`config.mk`:
```
export PLATFORM = sky130hd
export DESIGN_NAME = prime_factorizer_core
export DESIGN_NICKNAME = d
export VERILOG_FILES = /design/src/hdl/pf_pkg.sv /design/src/hdl/prime_factorizer_core.sv
export SDC_FILE = /design/constraint.sdc
export NUM_CORES = 1
export LEC_CHECK = 0
export BUFFER_PORTS_ARGS = -buffer_cell sky130_fd_sc_hd__buf_2
export CELL_PAD_IN_SITES_DETAIL_PLACEMENT = 1
export CELL_PAD_IN_SITES_GLOBAL_PLACEMENT = 1
export CORE_ASPECT_RATIO = 2
export CORE_UTILIZATION = 43
export DETAILED_ROUTE_END_ITERATION = 10
export GPL_ROUTABILITY_DRIVEN = 0
export PLACE_DENSITY = 0.79
export RECOVER_POWER = 100
export SYNTH_ARGS = -nofsm -noshare
export SYNTH_HDL_FRONTEND = slang
export SYNTH_SLANG_ARGS = --single-unit
export TNS_END_PERCENT = 50
```
`constraint.sdc`:
```
create_clock -name clk -period 4 [get_ports clk]
set_clock_uncertainty 0.2 [all_clocks]
set_input_delay 0.4 -clock clk [delete_from_list [all_inputs] [get_ports clk]]
set_output_delay 0.4 -clock clk [all_outputs]
set_load 0.005 [all_outputs]
```
`src/hdl/pf_pkg.sv`:
```
// ----------------------------------------------------------------------------
// pf_pkg
// Shared widths for the prime factoriser core and its checker.
// ----------------------------------------------------------------------------
package pf_pkg;

  localparam int VALUE_WIDTH = 31;
  localparam int CNT_WIDTH   = $clog2(VALUE_WIDTH);

  typedef logic [VALUE_WIDTH-1:0] value_t;

endpackage

```
`src/hdl/prime_factorizer_core.sv`:
```
// ----------------------------------------------------------------------------
// prime_factorizer_core
// Trial-division prime factoriser built around one shared bit-serial divider.
// ----------------------------------------------------------------------------
// Usage:
//   Input channel: drive in_value and raise start; the item is taken at the
//   rising edge where start is high and busy is low. busy stays high for the
//   whole run of a value of two or more.
//   Result channel: each prime factor appears on out_factor for exactly one
//   cycle with out_valid high, in ascending order, repeats included. The
//   final factor carries out_is_last. Values zero and one give one result
//   with out_factor zero, out_is_last and out_empty_res set, and the block
//   stays ready.
//   Steps: each trial step is one restoring division of the cofactor by the
//   trial divisor in ST_DIVIDE, followed by a decision in ST_DECIDE. A prime
//   near 2^31 needs about 46 000 steps. The divider is the one shared unit;
//   a new value is not taken until the run is over and busy falls.
//   The receiver cannot stall: results are strobed and never held. A new item
//   may be taken in the same cycle as the last result of the previous run.
//   Reset (rst_n low, synchronous) returns the sequencer to idle and drops
//   any run in progress; no result is strobed out of reset.
// ----------------------------------------------------------------------------
module prime_factorizer_core (
  input  logic                          clk,
  input  logic                          rst_n,
  input  logic                          start,
  output logic                          busy,
  input  logic [pf_pkg::VALUE_WIDTH-1:0] in_value,
  output logic                          out_valid,
  output logic [pf_pkg::VALUE_WIDTH-1:0] out_factor,
  output logic                          out_is_last,
  output logic                          out_empty_res
);
  import pf_pkg::*;

  typedef enum logic [1:0] {
    ST_IDLE,
    ST_DIVIDE,
    ST_DECIDE
  } state_t;

  localparam logic [CNT_WIDTH-1:0] CNT_LAST = CNT_WIDTH'(VALUE_WIDTH - 1);
  localparam value_t               TWO      = VALUE_WIDTH'(2);

  state_t               state_r;
  value_t               rem_r;     // cofactor still to be factored
  value_t               div_r;     // current trial divisor
  value_t               part_r;    // divider partial remainder
  value_t               quo_r;     // dividend shifting out, quotient shifting in
  logic [CNT_WIDTH-1:0] cnt_r;
  logic                 out_valid_r;
  value_t               out_factor_r;
  logic                 out_is_last_r;
  logic                 out_empty_r;

  // Divider step: bring down the next dividend bit and try the subtraction.
  logic [VALUE_WIDTH:0] shifted;
  logic [VALUE_WIDTH:0] trial;
  logic                 fits;
  value_t               part_nxt;
  value_t               quo_nxt;

  always_comb begin
    shifted  = {part_r, quo_r[VALUE_WIDTH-1]};
    trial    = shifted - {1'b0, div_r};
    fits     = (shifted >= {1'b0, div_r});
    part_nxt = fits ? trial[VALUE_WIDTH-1:0] : shifted[VALUE_WIDTH-1:0];
    quo_nxt  = {quo_r[VALUE_WIDTH-2:0], fits};
  end

  always_ff @(posedge clk) begin
    if (!rst_n) begin
      state_r     <= ST_IDLE;
      out_valid_r <= 1'b0;
      rem_r       <= '0;
      div_r       <= '0;
      cnt_r       <= '0;
    end else begin
      out_valid_r <= 1'b0;
      unique case (state_r)
        ST_IDLE: begin
          if (start) begin
            if (in_value < TWO) begin
              // No prime factors: flag the run as empty and stay ready.
              out_valid_r   <= 1'b1;
              out_factor_r  <= '0;
              out_is_last_r <= 1'b1;
              out_empty_r   <= 1'b1;
              rem_r         <= in_value;
              div_r         <= TWO;
            end else begin
              rem_r   <= in_value;
              div_r   <= TWO;
              part_r  <= '0;
              quo_r   <= in_value;
              cnt_r   <= '0;
              state_r <= ST_DIVIDE;
            end
          end
        end
        ST_DIVIDE: begin
          part_r <= part_nxt;
          quo_r  <= quo_nxt;
          cnt_r  <= cnt_r + 1'b1;
          if (cnt_r == CNT_LAST) begin
            state_r <= ST_DECIDE;
          end
        end
        ST_DECIDE: begin
          // quo_r holds rem / div, part_r holds rem % div.
          priority if (div_r > quo_r) begin
            // Divisor squared exceeds the cofactor: the cofactor is prime.
            out_valid_r   <= 1'b1;
            out_factor_r  <= rem_r;
            out_is_last_r <= 1'b1;
            out_empty_r   <= 1'b0;
            state_r       <= ST_IDLE;
          end else if (part_r == '0) begin
            // Divides evenly: emit the divisor and carry on with the quotient.
            out_valid_r   <= 1'b1;
            out_factor_r  <= div_r;
            out_is_last_r <= 1'b0;
            out_empty_r   <= 1'b0;
            rem_r         <= quo_r;
            part_r        <= '0;
            cnt_r         <= '0;
            state_r       <= ST_DIVIDE;
          end else begin
            // Advance the divisor and divide the same cofactor again.
            div_r   <= div_r + 1'b1;
            part_r  <= '0;
            quo_r   <= rem_r;
            cnt_r   <= '0;
            state_r <= ST_DIVIDE;
          end
        end
        default: begin
          state_r <= ST_IDLE;
        end
      endcase
    end
  end

  assign busy          = (state_r != ST_IDLE);
  assign out_valid     = out_valid_r;
  assign out_factor    = out_factor_r;
  assign out_is_last   = out_is_last_r;
  assign out_empty_res = out_empty_r;

endmodule

```
# ---- Word-level counts from Yosys, hierarchy flattened
# Index checks and enable logic that the tools add are counted.
# W data, S select, Z words.
dict set report word_totals {
  regBits 165
  input_bits 34
  output_inout_bits 35
  elab_cells 79
}
dict set report classes {
  n_addsub 3
  magnitude_cmp 3
  eq_ne 10
  muxes 42
  n_reduce_logical 11
}
# cell n
set ops {}
lappend ops {{$mux W31} 16}
lappend ops {{$pmux W31 S2} 3}
lappend ops {{$pmux W31 S3} 2}
lappend ops {{$ge A32 B31 Y1} 1}
lappend ops {{$add A31 B1 Y31 const B} 1}
lappend ops {{$gt A31 B31 Y1} 1}
lappend ops {{$logic_not A31 Y1} 1}
lappend ops {{$lt A31 B2 Y1 const B} 1}
lappend ops {{$sub A31 B31 Y31} 1}
lappend ops {{$mux W5} 3}
lappend ops {{$pmux W5 S3} 1}
lappend ops {{$ne A2 B2 Y1 const B} 6}
lappend ops {{$mux W1} 10}
lappend ops {{$reduce_and A5 Y1} 2}
lappend ops {{$reduce_and A4 Y1} 2}
lappend ops {{$mux W2} 3}
lappend ops {{$pmux W1 S2} 3}
lappend ops {{$pmux W2 S3} 1}
lappend ops {{$reduce_and A3 Y1} 2}
lappend ops {{$add A5 B1 Y5 const B} 1}
lappend ops {{$eq A5 B5 Y1 const B} 1}
lappend ops {{$reduce_bool A2 Y1} 2}
lappend ops {{$ne A3 B3 Y1 const B} 1}
lappend ops {{$reduce_bool A3 Y1} 1}
lappend ops {{other kinds (3)} 3}

# ---- Logic depth before layout (Yosys ltp)
dict set report logic_depth {
  word_depth 4
  depth_mapped 12
  ltp_nobuf 11
}

# ---- Least setup slack after synthesis
# Ideal clock, no wire load.
dict set report synth_path {
  path_type {register -> register}
  from {register quo_r[30]}
  to {register part_r[0] (enable)}
  setup_time_ns 0.426
  arrival_ns 3.568
  t_required_ns 3.374
  slack_ns -0.195
  path_stages_with_launch 9
  n_path_buf 0
  synth_period_minus_slack_ns 4.195
  path_cell_list {edfxtp_1 > inv_1 > ha_1 > nand4_1 > nor4_2 > nand3_2 > and3_4 > nor4_4 > and2_1}
}
dict set report synth_between {
  elab_chain_len 3
}
# item line
set synth_rtl {}
lappend synth_rtl {{start: declaration} prime_factorizer_core.sv:49} ;# value_t quo_r;
lappend synth_rtl {{start signal: assignment} prime_factorizer_core.sv:95} ;# quo_r <= in_value;
lappend synth_rtl {{start signal: assignment} prime_factorizer_core.sv:103} ;# quo_r <= quo_nxt;
lappend synth_rtl {{start signal: assignment} prime_factorizer_core.sv:132} ;# quo_r <= rem_r;
lappend synth_rtl {{$gt A31 B31 Y1} prime_factorizer_core.sv:111} ;# priority if (div_r > quo_r) begin
lappend synth_rtl {{$ne A2 B2 Y1 (no line)} --}
lappend synth_rtl {{$reduce_and A5 Y1 (no line)} --}
lappend synth_rtl {{end signal: assignment} prime_factorizer_core.sv:102} ;# part_r <= part_nxt;
lappend synth_rtl {{end: declaration} prime_factorizer_core.sv:48} ;# value_t part_r;
# Every way passes these cells.
# A chain may end at the register's enable or synchronous reset.

# ---- Final worst setup path
dict set report layout_path {
  from {register div_r[14]}
  to {register out_factor_r[7], in the netlist out_factor[7] (data pin)}
}
dict set report layout_between {
  elab_chain_len 3
}
# item line
set layout_rtl {}
lappend layout_rtl {{start: declaration} prime_factorizer_core.sv:47} ;# value_t div_r;
lappend layout_rtl {{start signal: assignment} prime_factorizer_core.sv:130} ;# div_r <= div_r + 1'b1;
lappend layout_rtl {{$gt A31 B31 Y1} prime_factorizer_core.sv:111}
lappend layout_rtl {{$mux W31} prime_factorizer_core.sv:111}
lappend layout_rtl {{$pmux W31 S2} prime_factorizer_core.sv:80} ;# unique case (state_r)
lappend layout_rtl {{end signal: assignment} prime_factorizer_core.sv:114} ;# out_factor_r <= rem_r;
lappend layout_rtl {{end signal: assignment} prime_factorizer_core.sv:121} ;# out_factor_r <= div_r;
lappend layout_rtl {{end: declaration} prime_factorizer_core.sv:52} ;# value_t out_factor_r;
# Every way passes these cells.

==> metrics.md <==
| Metric | Value |
|---|---|
| Vias per cell | `6.22` |
| Initial antenna violation count | `0` |
| Worst Path Arrival | `3970 ps` |
| Maximum vdd drop | `0.000307 V` |
| TritonCTS clock tree | `built` |
| Yosys cell types | `75` |
| Post-CTS Resized | `0` |
| Pin count of the biggest net entering global routing | `96` |
| Max transition margin | `0.155` |
| WL final | `39.8 mm` |
| DR WL/cell | `23.7 um` |
| Hold crit path type | `in -> reg` |
| Met2 GRT Util | `0.570` |
| Core Region | `25000 um^2` |
| Vias in the first global route | `11300` |
| Syn Area/Cell | `8.77 um^2` |
| Top FF cell, synth | `edfxtp_1` |
| Fillers | `3070` |
| Share of cells above drive strength 1 | `0.113` |
| Tot GR Track Use | `0.317` |
| Net Count, Synth | `1356` |
| Crit-path max FO | `49` |
| Root Driver | `clkbuf_16` |
| ANT cells | `0` |
| CP startpoint kind | `register` |
| Num CTS Buffers | `17` |
| Placed instance area | `11900 um^2` |
| Fin area | `12300 um^2` |
| Clock sink total | `165` |
| Slowest cell on the critical path | `o21a_2` |
| Die area | `26200 um^2` |
| Die Span Y | `228 um` |
| Fin Hold WS | `102 ps` |
| Hold buffer count at CTS | `0` |
| Slew Viols, Final | `0` |
| Gr ovfl total | `0` |
| HPWL after DPL | `29.8 mm` |
| CP required | `4050 ps` |
| Pleak | `4.69 nW` |
| Mapped cell area | `11000 um^2` |
| Via count | `10400` |
| Starting density of the core | `0.439` |
| Synthesized flop and latch total | `165` |
| CTS H-tree depth | `4` |
| Ys async rst share | `0` |
| Setup-failing EPs final | `0` |
| I/O pins | `69` |
| Max Fclk | `0.255 GHz` |
| Die X | `115 um` |
| Sequential area share after synthesis | `0.387` |
| Detail Route Antenna Nets | `0` |
| Count of flip-flops with a built-in enable after synthesis | `95` |
| DRT iter0 DRCs | `469` |
| Setup TNS | `0 ps` |
| Commonest non-fill, non-tap cells in the layout | `155 x a21oi_1, 122 x nand2_1, 119 x nor2_1` |
| Pwr dens | `382 nW/um^2` |
| Busiest layer in global routing | `met2` |
| Synth top area cells | `edfxtp_1 26%, dfxtp_1 13%, ha_1 7.9%` |
| Critical path endpoint category | `register` |
| Clock tree buffer depth | `2` |
| Critical-path cell list | `buf_4 > ha_1 > nand4_1 > nor3_1 > o21ai_0 > a21boi_1 > o21a_2 > nand2_1 > a21oi_1` |
| Met3 Usage GRT | `0.0529` |
| Layout area overhead | `12.2%` |
| Status | `complete, no violations` |
| Post-Syn Instances | `1252` |
| RSZ-0062 raised after global routing | `false` |
| Port bufs | `68` |
| Post-CTS setup buffer count | `0` |
| Nets@finish | `1430` |
| Period utilization | `0.981` |
| Max_cap viols | `0` |
| Drt first pass iters | `5` |
| Grt met1 use | `0.311` |
| Worst slew pin tran | `1270 ps` |
| DRC viols | `0` |
| Clock-pin slew on the worst setup and hold paths | `70 ps` |
| Worst skew pair latency | `450 ps` |
| Global-route wire length before repair | `61.9 mm` |
| Final Critical Period | `3920 ps` |
| Yosys top cell area share | `0.260` |
| Most common cell after layout, fill and taps aside | `a21oi_1` |
| Synth area leader | `edfxtp_1` |
| Hold Vio Cnt, Final | `0` |
| Std-Cell Rows | `82` |
| Critical path type | `reg -> reg` |
| Yosys warns | `0` |
| Max incr delay on CP | `880 ps` |
kinds of logic (layout without fill, tap and decap cells):
family	count (synthesis)	in the layout	synth area share
mux	71	71	0.0647
fa+ha+maj	70	70	0.0804
compound gates	366	366	0.212
flops	165	165	0.387
buf+inv	140	227	0.0505
simple gates	419	419	0.189
xor+xnor	21	21	0.0167
synthesized netlist by cell type, types with 4 or more instances:
library cell,n
o21a_1,10
edfxtp_1,95
a21oi_1,155
o31ai_1,9
and2_1,6
o211ai_1,10
a211oi_1,13
xor2_1,4
dfxtp_1,70
o2bb2ai_1,5
inv_1,77
o22ai_1,4
a21o_1,38
nand3_1,28
ha_1,69
nor2_1,119
nor2b_1,37
buf_4,4
nor3_1,21
o21ai_0,43
o41ai_1,5
nor4_1,19
a31o_2,5
and3_1,7
o21bai_1,8
a31oi_1,10
o31a_1,5
nand2b_1,7
mux2i_1,71
xnor2_1,17
clkbuf_1,43
nand2_1,122
nand4_1,26
a311oi_1,4
buf_2,11
o311ai_0,8
state kept, by name (all words and copies together) (netlist names):
signal and flops:
div_r 31, out_factor 31, out_is_last 1, part_r 31, cnt_r 5, quo_r 31, out_valid 1, rem_r 31
out_empty_res 1, state_r 2
final timing paths:
check,from,slack [ps],end,cells past startpoint
hold / removal,in_value[21],100,quo_r[21],3
hold reg to reg,cnt_r[4],320,cnt_r[4],2
setup reg to reg,div_r[14],80,out_factor[7],9
setup / recovery,div_r[14],80,out_factor[7],9
worst max-delay path, delay by kind of cell (launching register included):
family,cells,cell delay [ps]
AOI/OAI and AO/OA,4,1810
and+or+nand+nor,3,880
DFF,1,320
adders and majority gates,1,320
buffers and inverters,1,170
metrics by stage:
stage	utilization	power [mW]	setup slack [ps]	std cells
2_1_floorplan	-	2.76	-189	1252
3_3_place_gp	0.475	3.10	421	1643
3_5_place_dp	0.475	3.14	248	1643
4_1_cts	0.496	4.72	142	1675
5_1_grt	0.492	4.89	32.8	1675
6_report	0.492	4.71	75.1	1675
area by class of cell:
type | instances | area, um^2 | share of cell area
Inverter | 80 | 300 | 0.0244
Timing Repair Buffer | 115 | 656 | 0.0532
Sequential cell | 165 | 4250 | 0.345
Clock buffer | 23 | 458 | 0.0372
Tap cell | 336 | 420 | 0.0341
Multi-Input combinational cell | 947 | 6160 | 0.500
Clock inverter | 9 | 77.6 | 0.00630
where the power goes:
part	total (mW)	internal [mW]	switching, mW
Sequential	2.05	1.93	0.114
Clock	1.59	0.870	0.722
Combinational	1.07	0.392	0.676
per-layer routing:
layer  up-vias  wire, um
met1      5177     13800
met5         -         0
met4         0      3400
met2       338     21300
li1       4742         -
met3       169      1300
Power figures use the tool's default switching activity.
